### src/rtl/rpv_pkg.sv
`timescale 1ns / 1ps
// ----------------------------------------------------------------------------
// rpv_pkg: shared types and constants for the running position variance block
// Sequencer states, arithmetic phases, the control bundle from sequencer to
// datapath, and the fixed variance width.
// ----------------------------------------------------------------------------
package rpv_pkg;

  // Variance word: 63-bit unsigned, saturating
  localparam int VAR_W = 63;
  localparam logic [VAR_W-1:0] VAR_MAX = {VAR_W{1'b1}};

  // Sequencer states
  typedef enum logic [2:0] {
    ST_IDLE,
    ST_LOAD,
    ST_RUN,
    ST_SAVE,
    ST_DONE
  } rpv_state_t;

  // Arithmetic phases run on the shared unit
  typedef enum logic [2:0] {
    OP_NSQ,  // n * n
    OP_SQ,   // |d| * |d|
    OP_NV,   // n * var
    OP_TW,   // (d^2 + n*var) * (n - 1)
    OP_DV,   // previous product / n^2
    OP_MN    // |d| / n
  } rpv_op_t;

  // Control bundle from sequencer to datapath
  typedef struct packed {
    logic    idle;
    logic    load;
    logic    step;
    logic    save;
    logic    out_wr;
    logic    axis;
    rpv_op_t op;
  } rpv_ctrl_t;

endpackage

### src/rtl/rpv_unit.sv
`timescale 1ns / 1ps
// ----------------------------------------------------------------------------
// rpv_unit: shared shift-add / shift-subtract unit
// One bit per step. Multiply: acc = 2*acc + (z msb ? opnd : 0), z shifts left.
// Divide (restoring): shift z msb into acc, subtract opnd when it fits, and
// shift the quotient bit into z lsb.
// ----------------------------------------------------------------------------
module rpv_unit #(
  parameter int AW = 128,
  parameter int OW = 96,
  parameter int ZW = 63
) (
  input  logic          clk,
  input  logic          load,
  input  logic          step,
  input  logic          div,
  input  logic [AW-1:0] acc_init,
  input  logic [OW-1:0] opnd_init,
  input  logic [ZW-1:0] z_init,
  output logic [AW-1:0] acc,
  output logic [ZW-1:0] z
);

  logic [OW-1:0] opnd;
  logic [AW:0]   a_op;
  logic [AW:0]   b_op;
  logic [AW:0]   b_in;
  logic [AW+1:0] sum;
  logic          qbit;
  logic [AW-1:0] acc_next;
  logic [ZW-1:0] z_next;

  // Single adder shared by both modes
  always_comb begin
    a_op = div ? {acc, z[ZW-1]} : {acc, 1'b0};
    b_op = (div || z[ZW-1]) ? (AW+1)'(opnd) : '0;
    b_in = div ? ~b_op : b_op;
    sum  = {1'b0, a_op} + {1'b0, b_in} + (AW+2)'(div);
    qbit = div & sum[AW+1];
    if (div) begin
      acc_next = qbit ? sum[AW-1:0] : a_op[AW-1:0];
    end else begin
      acc_next = sum[AW-1:0];
    end
    z_next = {z[ZW-2:0], qbit};
  end

  // Load operands or advance one bit
  always_ff @(posedge clk) begin
    if (load) begin
      acc  <= acc_init;
      opnd <= opnd_init;
      z    <= z_init;
    end else if (step) begin
      acc <= acc_next;
      z   <= z_next;
    end
  end

endmodule

### src/rtl/rpv_seq.sv
`timescale 1ns / 1ps
// ----------------------------------------------------------------------------
// rpv_seq: sequencer for the shared arithmetic unit
// Walks n^2 once, then per axis: d^2, n*var, sum*(n-1), divide by n^2 and
// |d|/n, each as load, bit steps (none for a saturating divide) and a save.
// ----------------------------------------------------------------------------
module rpv_seq #(
  parameter int COUNT_WIDTH = 32,
  parameter int COORD_WIDTH = 40
) (
  input  logic clk,
  input  logic rst,
  input  logic start,
  input  logic skip,
  input  logic out_free,
  output rpv_pkg::rpv_ctrl_t ctrl
);
  import rpv_pkg::*;

  localparam int LEN_N   = COUNT_WIDTH;
  localparam int LEN_AD  = COORD_WIDTH + 1;
  localparam int LEN_M0  = (LEN_N > LEN_AD) ? LEN_N : LEN_AD;
  localparam int LEN_MAX = (LEN_M0 > VAR_W) ? LEN_M0 : VAR_W;
  localparam int CNT_W   = $clog2(LEN_MAX);

  rpv_state_t       state;
  rpv_state_t       state_next;
  rpv_op_t          op;
  rpv_op_t          op_next;
  logic             axis;
  logic             axis_next;
  logic [CNT_W-1:0] cnt;
  logic [CNT_W-1:0] cnt_next;
  logic [CNT_W-1:0] last;

  // Final step index of each phase
  function automatic logic [CNT_W-1:0] last_step(input rpv_op_t o);
    logic [CNT_W-1:0] r;
    unique case (o)
      OP_SQ, OP_MN: r = CNT_W'(LEN_AD - 1);
      OP_DV:        r = CNT_W'(VAR_W - 1);
      default:      r = CNT_W'(LEN_N - 1);
    endcase
    return r;
  endfunction

  // State register
  always_ff @(posedge clk) begin
    if (rst) begin
      state <= ST_IDLE;
      op    <= OP_NSQ;
      axis  <= 1'b0;
      cnt   <= '0;
    end else begin
      state <= state_next;
      op    <= op_next;
      axis  <= axis_next;
      cnt   <= cnt_next;
    end
  end

  // Next state and control outputs
  always_comb begin
    state_next  = state;
    op_next     = op;
    axis_next   = axis;
    cnt_next    = cnt;
    last        = last_step(op);
    ctrl        = '0;
    ctrl.op     = op;
    ctrl.axis   = axis;
    unique case (state)
      ST_IDLE: begin
        ctrl.idle = 1'b1;
        if (start) begin
          state_next = ST_LOAD;
          op_next    = OP_NSQ;
          axis_next  = 1'b0;
        end
      end
      ST_LOAD: begin
        ctrl.load = 1'b1;
        cnt_next  = '0;
        // saturating variance needs no division
        if (op == OP_DV && skip) begin
          state_next = ST_SAVE;
        end else begin
          state_next = ST_RUN;
        end
      end
      ST_RUN: begin
        ctrl.step = 1'b1;
        cnt_next  = cnt + 1'b1;
        if (cnt == last) begin
          state_next = ST_SAVE;
        end
      end
      ST_SAVE: begin
        ctrl.save  = 1'b1;
        state_next = ST_LOAD;
        unique case (op)
          OP_NSQ: op_next = OP_SQ;
          OP_SQ:  op_next = OP_NV;
          OP_NV:  op_next = OP_TW;
          OP_TW:  op_next = OP_DV;
          OP_DV:  op_next = OP_MN;
          OP_MN: begin
            if (axis) begin
              state_next = ST_DONE;
            end else begin
              axis_next = 1'b1;
              op_next   = OP_SQ;
            end
          end
          default: op_next = OP_NSQ;
        endcase
      end
      ST_DONE: begin
        if (out_free) begin
          ctrl.out_wr = 1'b1;
          state_next  = ST_IDLE;
        end
      end
      default: state_next = ST_IDLE;
    endcase
  end

endmodule

### src/rtl/running_position_variance.sv
`timescale 1ns / 1ps
// ----------------------------------------------------------------------------
// running_position_variance: running per-axis mean and population variance
// Relative planar positions, incremental mean and variance, one result per
// sample after the origin.
// ----------------------------------------------------------------------------
// Usage
//   Input channel (in_valid/in_ready) carries east_pos and north_pos in
//   1/256 m. The first transfer after reset becomes the origin and gives no
//   result; the block is ready again on the next cycle.
//   Every later transfer yields one result on the output channel
//   (out_valid/out_ready): both means, both variances and the sample count.
//   The result is written to the output register at the end of the
//   sequence, and the next input transfers only after that write, once
//   the sequencer is idle again: a sample is not taken while the last
//   one is still being worked on. The time is set by the single bit-serial
//   add/subtract unit that performs every multiply and divide; a saturating
//   variance skips its 63-step division on that axis.
//   in_ready is high only while the sequencer is idle.
//   The result sits in an output register: a stalled receiver does not hold
//   up the next sample's arithmetic, only the final write of its result.
//   Reset (rst, synchronous) clears origin, count, means and variances and
//   drops any pending result.
// ----------------------------------------------------------------------------
module running_position_variance #(
  parameter int COUNT_WIDTH = 32,
  parameter int COORD_WIDTH = 40
) (
  input  logic                          clk,
  input  logic                          rst,
  input  logic                          in_valid,
  output logic                          in_ready,
  input  logic signed [COORD_WIDTH-1:0] east_pos,
  input  logic signed [COORD_WIDTH-1:0] north_pos,
  output logic                          out_valid,
  input  logic                          out_ready,
  output logic signed [COORD_WIDTH-1:0] mean_east,
  output logic signed [COORD_WIDTH-1:0] mean_north,
  output logic [rpv_pkg::VAR_W-1:0]     var_east,
  output logic [rpv_pkg::VAR_W-1:0]     var_north,
  output logic [COUNT_WIDTH-1:0]        sample_count
);
  import rpv_pkg::*;

  localparam int CW    = COORD_WIDTH;
  localparam int NW    = COUNT_WIDTH;
  localparam int AD_W  = CW + 1;
  localparam int SQ_W  = 2 * CW + 2;
  localparam int NV_W  = NW + VAR_W;
  localparam int TS_W  = ((SQ_W > NV_W) ? SQ_W : NV_W) + 1;
  localparam int AW    = TS_W + NW;
  localparam int OW    = TS_W;
  localparam int ZW0   = (AD_W > VAR_W) ? AD_W : VAR_W;
  localparam int ZW    = (ZW0 > NW) ? ZW0 : NW;
  localparam int NSQ_W = 2 * NW;

  rpv_ctrl_t ctrl;

  // Sample state
  logic                 taken;
  logic [NW-1:0]        cnt;
  logic [NW-1:0]        cnt_inc;
  logic signed [CW-1:0] org_e;
  logic signed [CW-1:0] org_n;
  logic signed [CW-1:0] pos_e;
  logic signed [CW-1:0] pos_n;
  logic signed [CW-1:0] avg_e;
  logic signed [CW-1:0] avg_n;
  logic [VAR_W-1:0]     var_e;
  logic [VAR_W-1:0]     var_n;

  // Working registers
  logic [NSQ_W-1:0]     nsq;
  logic [TS_W-1:0]      tsum;
  logic [AD_W-1:0]      ad;
  logic                 dneg;
  logic                 ovf;

  // Unit connections
  logic [AW-1:0]        acc;
  logic [ZW-1:0]        z;
  logic [AW-1:0]        acc_init;
  logic [OW-1:0]        opnd_init;
  logic [ZW-1:0]        z_init;
  logic                 div;

  // Per-axis selection and offset
  logic signed [CW-1:0] pos_s;
  logic signed [CW-1:0] org_s;
  logic signed [CW-1:0] avg_s;
  logic [VAR_W-1:0]     var_s;
  logic signed [CW+1:0] d_val;
  logic [CW+1:0]        d_mag;
  logic                 d_neg;
  logic [AD_W-1:0]      ad_now;
  logic [AW-1:0]        acc_hi;
  logic                 ovf_now;
  logic [NW-1:0]        n_less;

  // Mean update
  logic signed [CW+1:0] step_x;
  logic signed [CW+1:0] mean_x;
  logic signed [CW-1:0] mean_sat;
  logic [VAR_W-1:0]     var_new;

  logic in_xfer;
  logic out_free;

  assign in_ready = ctrl.idle;
  assign in_xfer  = in_valid & in_ready;
  assign out_free = ~out_valid | out_ready;
  assign cnt_inc  = (&cnt) ? cnt : cnt + 1'b1;
  assign n_less   = cnt - 1'b1;
  assign div      = (ctrl.op == OP_DV) || (ctrl.op == OP_MN);

  rpv_seq #(
    .COUNT_WIDTH(COUNT_WIDTH),
    .COORD_WIDTH(COORD_WIDTH)
  ) u_seq (
    .clk     (clk),
    .rst     (rst),
    .start   (in_xfer & taken),
    .skip    (ovf_now),
    .out_free(out_free),
    .ctrl    (ctrl)
  );

  rpv_unit #(
    .AW(AW),
    .OW(OW),
    .ZW(ZW)
  ) u_unit (
    .clk      (clk),
    .load     (ctrl.load),
    .step     (ctrl.step),
    .div      (div),
    .acc_init (acc_init),
    .opnd_init(opnd_init),
    .z_init   (z_init),
    .acc      (acc),
    .z        (z)
  );

  // Select the axis and form the offset from the old mean
  always_comb begin
    pos_s  = ctrl.axis ? pos_n : pos_e;
    org_s  = ctrl.axis ? org_n : org_e;
    avg_s  = ctrl.axis ? avg_n : avg_e;
    var_s  = ctrl.axis ? var_n : var_e;
    d_val  = $signed({{2{pos_s[CW-1]}}, pos_s}) - $signed({{2{org_s[CW-1]}}, org_s})
           - $signed({{2{avg_s[CW-1]}}, avg_s});
    d_neg  = d_val[CW+1];
    d_mag  = d_neg ? -d_val : d_val;
    ad_now = d_mag[AD_W-1:0];
    acc_hi  = acc >> VAR_W;
    ovf_now = acc_hi >= AW'(nsq);
  end

  // Operand set for each phase
  always_comb begin
    acc_init  = '0;
    opnd_init = OW'(cnt);
    z_init    = ZW'(cnt) << (ZW - NW);
    unique case (ctrl.op)
      OP_NSQ: begin
        opnd_init = OW'(cnt);
        z_init    = ZW'(cnt) << (ZW - NW);
      end
      OP_SQ: begin
        opnd_init = OW'(ad_now);
        z_init    = ZW'(ad_now) << (ZW - AD_W);
      end
      OP_NV: begin
        opnd_init = OW'(var_s);
        z_init    = ZW'(cnt) << (ZW - NW);
      end
      OP_TW: begin
        opnd_init = tsum;
        z_init    = ZW'(n_less) << (ZW - NW);
      end
      OP_DV: begin
        acc_init  = acc_hi;
        opnd_init = OW'(nsq);
        z_init    = ZW'(acc[VAR_W-1:0]) << (ZW - VAR_W);
      end
      OP_MN: begin
        opnd_init = OW'(cnt);
        z_init    = ZW'(ad) << (ZW - AD_W);
      end
      default: begin
        acc_init = '0;
      end
    endcase
  end

  // New mean and variance, clamped
  always_comb begin
    step_x  = $signed({1'b0, z[AD_W-1:0]});
    mean_x  = $signed({{2{avg_s[CW-1]}}, avg_s}) + (dneg ? -step_x : step_x);
    if ((&mean_x[CW+1:CW-1]) || ~(|mean_x[CW+1:CW-1])) begin
      mean_sat = mean_x[CW-1:0];
    end else if (mean_x[CW+1]) begin
      mean_sat = {1'b1, {(CW-1){1'b0}}};
    end else begin
      mean_sat = {1'b0, {(CW-1){1'b1}}};
    end
    var_new = ovf ? VAR_MAX : z[VAR_W-1:0];
  end

  // Transfer in, origin capture and count
  always_ff @(posedge clk) begin
    if (rst) begin
      taken <= 1'b0;
      cnt   <= '0;
      org_e <= '0;
      org_n <= '0;
    end else if (in_xfer) begin
      if (!taken) begin
        taken <= 1'b1;
        cnt   <= cnt_inc;
        org_e <= east_pos;
        org_n <= north_pos;
      end else begin
        cnt <= (cnt_inc < NW'(2)) ? NW'(2) : cnt_inc;
      end
    end
  end

  // Hold the sample while it is worked on
  always_ff @(posedge clk) begin
    if (in_xfer) begin
      pos_e <= east_pos;
      pos_n <= north_pos;
    end
  end

  // Capture offset magnitude and overflow at phase load
  always_ff @(posedge clk) begin
    if (ctrl.load && ctrl.op == OP_SQ) begin
      ad   <= ad_now;
      dneg <= d_neg;
    end
    if (ctrl.load && ctrl.op == OP_DV) begin
      ovf <= ovf_now;
    end
  end

  // Save phase results
  always_ff @(posedge clk) begin
    if (ctrl.save) begin
      unique case (ctrl.op)
        OP_NSQ: nsq  <= acc[NSQ_W-1:0];
        OP_SQ:  tsum <= acc[TS_W-1:0];
        OP_NV:  tsum <= tsum + acc[TS_W-1:0];
        default: begin
          nsq <= nsq;
        end
      endcase
    end
  end

  // Update running statistics
  always_ff @(posedge clk) begin
    if (rst) begin
      avg_e <= '0;
      avg_n <= '0;
      var_e <= '0;
      var_n <= '0;
    end else if (ctrl.save) begin
      if (ctrl.op == OP_DV) begin
        if (ctrl.axis) begin
          var_n <= var_new;
        end else begin
          var_e <= var_new;
        end
      end
      if (ctrl.op == OP_MN) begin
        if (ctrl.axis) begin
          avg_n <= mean_sat;
        end else begin
          avg_e <= mean_sat;
        end
      end
    end
  end

  // Output register
  always_ff @(posedge clk) begin
    if (rst) begin
      out_valid <= 1'b0;
    end else if (ctrl.out_wr) begin
      out_valid <= 1'b1;
    end else if (out_ready) begin
      out_valid <= 1'b0;
    end
  end

  always_ff @(posedge clk) begin
    if (ctrl.out_wr) begin
      mean_east    <= avg_e;
      mean_north   <= avg_n;
      var_east     <= var_e;
      var_north    <= var_n;
      sample_count <= cnt;
    end
  end

endmodule

### config.mk
export PLATFORM = sky130hd
export DESIGN_NAME = running_position_variance
export DESIGN_NICKNAME = d
export VERILOG_FILES = /design/src/rtl/rpv_pkg.sv /design/src/rtl/rpv_unit.sv /design/src/rtl/rpv_seq.sv /design/src/rtl/running_position_variance.sv
export SDC_FILE = /design/constraint.sdc
export NUM_CORES = 2
export LEC_CHECK = 0
export ABC_CLOCK_PERIOD_IN_PS = 10700
export BUFFER_PORTS_ARGS = -buffer_cell sky130_fd_sc_hd__buf_2
export CORE_MARGIN = 1.5
export CORE_UTILIZATION = 55
export DETAILED_ROUTE_END_ITERATION = 6
export PLACE_DENSITY = 0.72
export SYNTH_ARGS = -nofsm -noshare
export SYNTH_HDL_FRONTEND = slang
export SYNTH_HIERARCHICAL = 1
export SYNTH_SLANG_ARGS = --single-unit
### constraint.sdc
create_clock -name clk -period 10.7 [get_ports clk]
set_input_delay 2.14 -clock clk [delete_from_list [all_inputs] [get_ports clk]]
set_output_delay 2.14 -clock clk [all_outputs]
set_load 0.02 [all_outputs]
Word-level counts from Yosys, hierarchy flattened
Index checks and enable logic that the tools add are counted.

Mux-type cells: 49. Add/subtract/negate cells: 11. Reduce and logical (&&, ||, !) cells: 27. Equality and inequality tests: 15. Bitwise logic cells: 9. $lt $le $gt $ge: 2.

Operators with widths (count): $mux W128 (4); $pmux W96 S4 (1); $mux W63 (4); $pmux W63 S4 (1); $mux W40 (5); $pmux W96 S2 (1); $add A129 B129 Y130 (1); $add A130 B1 Y130 (1); $mux W129 (1); $not A129 Y129 (1); $add A96 B96 Y96 (1); $mux W32 (3); $mux W96 (1); $ge A65 B64 Y1 (1); $mux W65 (1); $add A40 B42 Y42 (1); $mux W42 (1); $neg A41 Y42 (1); $sub A41 B40 Y42 (1); $mux W41 (1); $neg A41 Y41 (1); $sub A40 B40 Y41 (1); $add A32 B1 Y32 const B (1); $lt A32 B2 Y1 const B (1); 28 further kinds (77).

Output and inout port bits: 240. Logic and storage cells: 141. Register bits: 1141. Input port bits: 84.

Depth between registers and ports, before layout
Word-level depth: 13. Depth in mapped cells: 28. Depth with buffers taken out: 25.

Hierarchy
Netlist, hierarchy kept.

By module, submodules not included: running_position_variance (cells each 5375, seq. area each 22051.1 µm², area an instance 50166.9 µm², instances 1); rpv_unit (cells each 2460, seq. area each 8618.3 µm², area an instance 22131.2 µm², instances 1); rpv_seq (cells each 92, seq. area each 260.2 µm², area an instance 759.5 µm², instances 1).

Worst setup path before layout
OpenSTA, ideal clock, no wires.

Path type: input-to-reg. Start: in out_ready. End: reg mean_east[0], enable pin. Library setup time: 0.631 ns. Path slack: 2.342 ns. Path buffers: 0. Stages on the path: 2. Required time: 10.069 ns. Arrival: 7.728 ns. Path through: nand2b_1 > and3_1.

RTL lines: start: declaration (RTL line running_position_variance.sv:36) `input logic out_ready,`; end signal: assignment (RTL line running_position_variance.sv:300) `mean_east <= avg_e;`; end: declaration (RTL line running_position_variance.sv:37) `output logic signed [COORD_WIDTH-1:0] mean_east,`.

Final worst setup path
Start: reg u_unit.z[7]. End: reg avg_e[12].

Cells in the longest elaborated chain, start to end: 7. Elaborated cells between the ends (all ways): 9. Classes of those cells: add/sub: 2; mux: 3; bitwise: 1; reduce/logical: 3.

Ends and longest elaborated chain: start: declaration (RTL line rpv_unit.sv:21) `output logic [ZW-1:0] z`; start signal: assignment (RTL line rpv_unit.sv:53) `z <= z_init;`; start signal: assignment (RTL line rpv_unit.sv:56) `z <= z_next;`; $neg A41 Y42 (RTL line running_position_variance.sv:199) `mean_x = $signed({{2{avg_s[CW-1]}}, avg_s}) + (dneg ? -step_x : step_x);`; $mux W42 * (RTL line running_position_variance.sv:199); $add A40 B42 Y42 * (RTL line running_position_variance.sv:199); $reduce_or A3 Y1 (RTL line running_position_variance.sv:200) `if ((&mean_x[CW+1:CW-1]) || ~(|mean_x[CW+1:CW-1])) begin`; $not A1 Y1 (RTL line running_position_variance.sv:200); $logic_or A1 B1 Y1 (RTL line running_position_variance.sv:200); $mux W40 * (RTL line running_position_variance.sv:200); end signal: assignment (RTL line running_position_variance.sv:281) `avg_e <= mean_sat;`; end: declaration (RTL line running_position_variance.sv:67) `logic signed [CW-1:0] avg_e;`.

Every way passes the cells marked *; elsewhere a longest branch is shown, timed or not. A chain may end at the register's enable or synchronous reset.

==> impl_metrics.csv <==
group,metric,value,unit
sta,rsz0062_at_grt,"false",
sta,timing_max_transition_violations_final,0,
synth,synth.area.mux_share,4.84,%
clock_network,tritoncts,"yes",
detailed_routing,drtPass1Iterations,7,
pwr,pwr_density_cell,184,mW/mm²
clock_network,cts.repair.resized,0,
sta,finalSetupTns,0,ns
detailed_routing,detailroute.via_count,65500,
outcome,run_status,"completed",
setup_path,ff2ff_setup_slack,2.72,ns
synth,synth_compound_area_share,21.0,%
synth,share_of_synthesized_cell_area_in_full_adder_half_adder_and_majority_cells,7.58,%
clock_network,clk_lat_worst_skew,0.79,ns
layout,post_route_cells_drive_above_1_share,11.1,%
synth,syn-cell-area,0.0731,mm²
setup_path,worstReg2RegStart,"u_unit/z[7]",
sta,max_clock_freq,0.125,GHz
synth,synth_top_family_by_area,"compound AO/OA/AOI/OAI gates",
sta,hold_viol_final,0,
sta,layout_min_cycle_time,7.98,ns
setup_path,critical_path.reg2reg.endpoint,"avg_e[12]",
synth,number_of_enable_flip_flop_cells_after_synthesis,808,
setup_path,critical_path.n_buffers_inverters,0,
synth,async_reset_ff_share,0,%
layout,fillCellCount,11400,
pwr,peakVddDrop,0.130,mV
clock_network,cts_num_sinks,1141,
setup_path,critPathMostFrequentCell,"sky130_fd_sc_hd__or2_2",
setup_path,ff2ff_path_depth,20,
clock_network,worst_setup_hold_path_clk_slew,0.06,ns
layout,multiInputGateArea,0.0394,mm²
pwr,cellInternalPower,9.44,mW
layout,layout.cells.most_common,"sky130_fd_sc_hd__nand2_1",
setup_path,worst-endpoint-arrival,8.70,ns
die,initial_utilization,55.5,%
sta,maxSlewHeadroom,8.29,%
pwr,clock_power_share,31.3,%
layout,area_growth_syn_to_layout,10.3,%
die,floorplan.die_area,0.135,mm²
flow_run,timing.max_cap.violations,0,
clock_network,post-cts-setup-buffers,0,
sta,worst-slew-pin-transition,1.36,ns
pwr,static-leakage-power,30.5,nW
worst_hold_path,hold_class,"reg -> reg",
pwr,switching_share,36.5,%
sta,post-route-period-util,74.6,%
synth,yosys.cell_types.count,122,
detailed_routing,routed_wl,273000,µm
synth,ys_seq_elements,1141,
setup_path,max_stage_delay,1.01,ns
clock_network,ctsHtreeMaxLevel,4,
setup_path,worst_path_dominant_cell_family,"simple AND/OR/NAND/NOR gates",
die,design.core.area,0.132,mm²
grt,grt_first_pass_wirelength,399000,µm
layout,register_area,0.0309,mm²
placement,gpl.final_weighted_congestion,1.02,
synth,synth_top_flop_cell,"sky130_fd_sc_hd__edfxtp_1",
sta,final-setup-viol-count,0,
sta,worst_clock_skew,0.0469,ns
pwr,power_frac_seq,37.6,%
setup_path,setup.worst_path.class,"reg -> reg",
setup_path,timing.critical_path.cells,"or4_4, nor4_2, or2b_1, or2_2, or3_1, or2_2, nand2b_1, or2_2, or4_1, o31ai_1, xnor2_1, ha_1, nand2_1, o21ai_0, nor3_1, nor3_1, o2111ai_1, o21ai_2, and3_1, a221o_1",
layout,mostFrequentLayoutCells,"916 x sky130_fd_sc_hd__nand2_1, 808 x sky130_fd_sc_hd__edfxtp_1, 765 x sky130_fd_sc_hd__a21oi_1, 640 x sky130_fd_sc_hd__nor2_1, 630 x sky130_fd_sc_hd__o21ai_0",
pwr,power.share.combinational,31.1,%
die,die_x,367,µm
synth,synth.yosys.warnings,6,
detailed_routing,antenna_left,0,
clock_network,cts_hold_repair.buffers,0,
pwr,power_switching,5.42,mW
setup_path,required,11.42,ns
placement,io_buffer_count,323,
setup_path,cp_num_cells,20,
placement,hpwl,206000,µm
grt,grt-ovfl-total,0,
die,die_height,367,µm
synth,netlist_instances,7927,
setup_path,type_of_origin_of_the_critical_path,"register",
synth,avgSynthCellArea,9.22,µm²
die,std_cell_rows,133,
detailed_routing,detailedRoute.firstIterationViolations,9704,
clock_network,cts_inserted_buffers,130,
setup_path,worstPathMaxFanout,21,
setup_path,timing.critical_path.from,"u_unit/z[7]",
setup_path,critical_path.slowest_cell,"sky130_fd_sc_hd__and3_1",
synth,synth-xor-area-share,4.63,%
grt,grt_antenna_before_repair,10,
layout,finalNetCount,8563,
grt,grt_util_all_layers,39.3,%
detailed_routing,drt_drc_violations_left,0,
layout,post-route-util,61.2,%
grt,grt_start_max_net_pins,174,
detailed_routing,route.detailed.wl_per_inst,27.5,µm
setup_path,setup.worst_path.end,"avg_e[12]",
synth,yosysSeqAreaShare,42.3,%
clock_network,clock_tree.root_cell,"sky130_fd_sc_hd__clkbuf_16",
grt,grt_pass1_vias,59800,
synth,post_synth_and_or_nand_nor_area_fraction,15.5,%
setup_path,cp-end-kind,"register",
die,floorplan.io_pins,324,
clock_network,cts-root-to-sink-buffers,3,
detailed_routing,vias_per_cell,6.60,
## cell usage after synthesis (all sizes together), types with 20 or more instances
cell / instances / area share (%)
a211oi: 214 / 2.2
a21boi: 20 / 0.21
a21o: 154 / 1.6
a21oi: 770 / 5.3
a221o: 72 / 0.99
a221oi: 25 / 0.33
a2bb2oi: 32 / 0.38
a31oi: 51 / 0.44
and2: 56 / 0.48
and3: 126 / 1.1
buf: 110 / 0.73
clkbuf: 377 / 1.9
dfxtp: 333 / 9.1
edfxtp: 808 / 33
fa: 43 / 1.2
ha: 374 / 6.4
inv: 287 / 1.5
mux2: 162 / 2.5
mux2i: 171 / 2.3
nand2: 917 / 4.7
nand2b: 48 / 0.41
nand3: 118 / 0.82
nand4: 147 / 1.3
nor2: 650 / 3.3
nor2b: 48 / 0.41
nor3: 132 / 0.93
nor4: 38 / 0.33
o211ai: 41 / 0.42
o21a: 58 / 0.60
o21ai: 655 / 4.5
o21bai: 81 / 0.83
o22ai: 21 / 0.18
o31ai: 58 / 0.67
or2: 25 / 0.21
or3: 42 / 0.37
or4: 26 / 0.29
xnor2: 259 / 3.1
xor2: 127 / 1.5
## routing by layer
metal  part of all wire, %  wire length [µm]  vias up  GRT usage, %
li1                      -                 -    29400             -
met1                    42            115000    31500          56.7
met2                    42            113000     4020          55.9
met3                    13             34200      513          11.1
met4                   3.9             10600        6          14.1
met5                 0.015                40        -             0
## flip-flops by register name (all words and copies together), names as in the netlist, 41 cells and up
signal and flops:
ad 41, nsq 64, tsum 96, u_unit/acc 128, u_unit/opnd 96, u_unit/z 63, var_e 63, var_east 63
var_n 63, var_north 63
## metrics by stage
stage | total power, mW | setup slack [ns] | hold WS (ns) | cells | instance area (µm²)
after floorplan | 8.59 | 2.34 | 0.406 | 7989 | 73300
final | 14.9 | 2.72 | 0.453 | 9929 | 80600
after global placement | 10.0 | 3.04 | 0.436 | 9685 | 76100
after CTS | 14.7 | 2.94 | 0.453 | 9924 | 80600
after global routing | 15.4 | 2.40 | 0.464 | 9925 | 80600
after detailed placement | 10.1 | 2.96 | 0.437 | 9685 | 76100
## logic make-up (layout without fill, tap and decap cells)
| logic type | count (synthesis) | in the layout |
|---|---|---|
| simple gates | 2443 | 2443 |
| compound gates | 2431 | 2431 |
| flops | 1141 | 1141 |
| buf+inv | 775 | 955 |
| fa+ha+maj | 417 | 417 |
| xor+xnor | 386 | 386 |
| mux | 333 | 333 |
| other cells | 1 | 68 |
## cell type report
cell class	count	area share, %
clock buffer	166	4.34
clock inverter	73	1.17
timing repair buffer	428	3.06
antenna	5	0.0155
inverter	288	1.36
tap	1755	2.73
sequential	1141	38.4
multi-input combinational	6073	48.9
## worst reg2reg max path, stage by stage (launching register included)
cell and delay, ns:
sky130_fd_sc_hd__edfxtp_1 0.46, sky130_fd_sc_hd__or4_4 0.59, sky130_fd_sc_hd__nor4_2 0.16, sky130_fd_sc_hd__or2b_1 0.26
sky130_fd_sc_hd__or2_2 0.34, sky130_fd_sc_hd__or3_1 0.40, sky130_fd_sc_hd__or2_2 0.37, sky130_fd_sc_hd__nand2b_1 0.19
sky130_fd_sc_hd__or2_2 0.31, sky130_fd_sc_hd__or4_1 0.55, sky130_fd_sc_hd__o31ai_1 0.27, sky130_fd_sc_hd__xnor2_1 0.13
sky130_fd_sc_hd__ha_1 0.40, sky130_fd_sc_hd__nand2_1 0.10, sky130_fd_sc_hd__o21ai_0 0.45, sky130_fd_sc_hd__nor3_1 0.09
sky130_fd_sc_hd__nor3_1 0.20, sky130_fd_sc_hd__o2111ai_1 0.36, sky130_fd_sc_hd__o21ai_2 0.99, sky130_fd_sc_hd__and3_1 1.02
sky130_fd_sc_hd__a221o_1 0.29
## power groups by stage
| stage | Sequential [mW] | Clock [mW] | Combinational (mW) |
|---|---|---|---|
| floorplan | 5.45 | 0 | 3.15 |
| global placement | 5.65 | 0 | 4.35 |
| detailed placement | 5.66 | 0 | 4.41 |
| CTS | 5.57 | 4.69 | 4.44 |
| global route | 5.59 | 4.84 | 4.96 |
| finish | 5.59 | 4.65 | 4.62 |
## worst min path at each step
stage | startpoint | to | cells after the start
6_report | org_e[21] | org_e[21] | 2
5_1_grt | var_e[56] | var_east[56] | 0
3_3_place_gp | var_n[0] | var_north[0] | 0
2_1_floorplan | cnt[12] | sample_count[12] | 0
3_5_place_dp | var_n[37] | var_north[37] | 0
4_1_cts | var_e[56] | var_east[56] | 0
(Power assumes the default switching activity.)
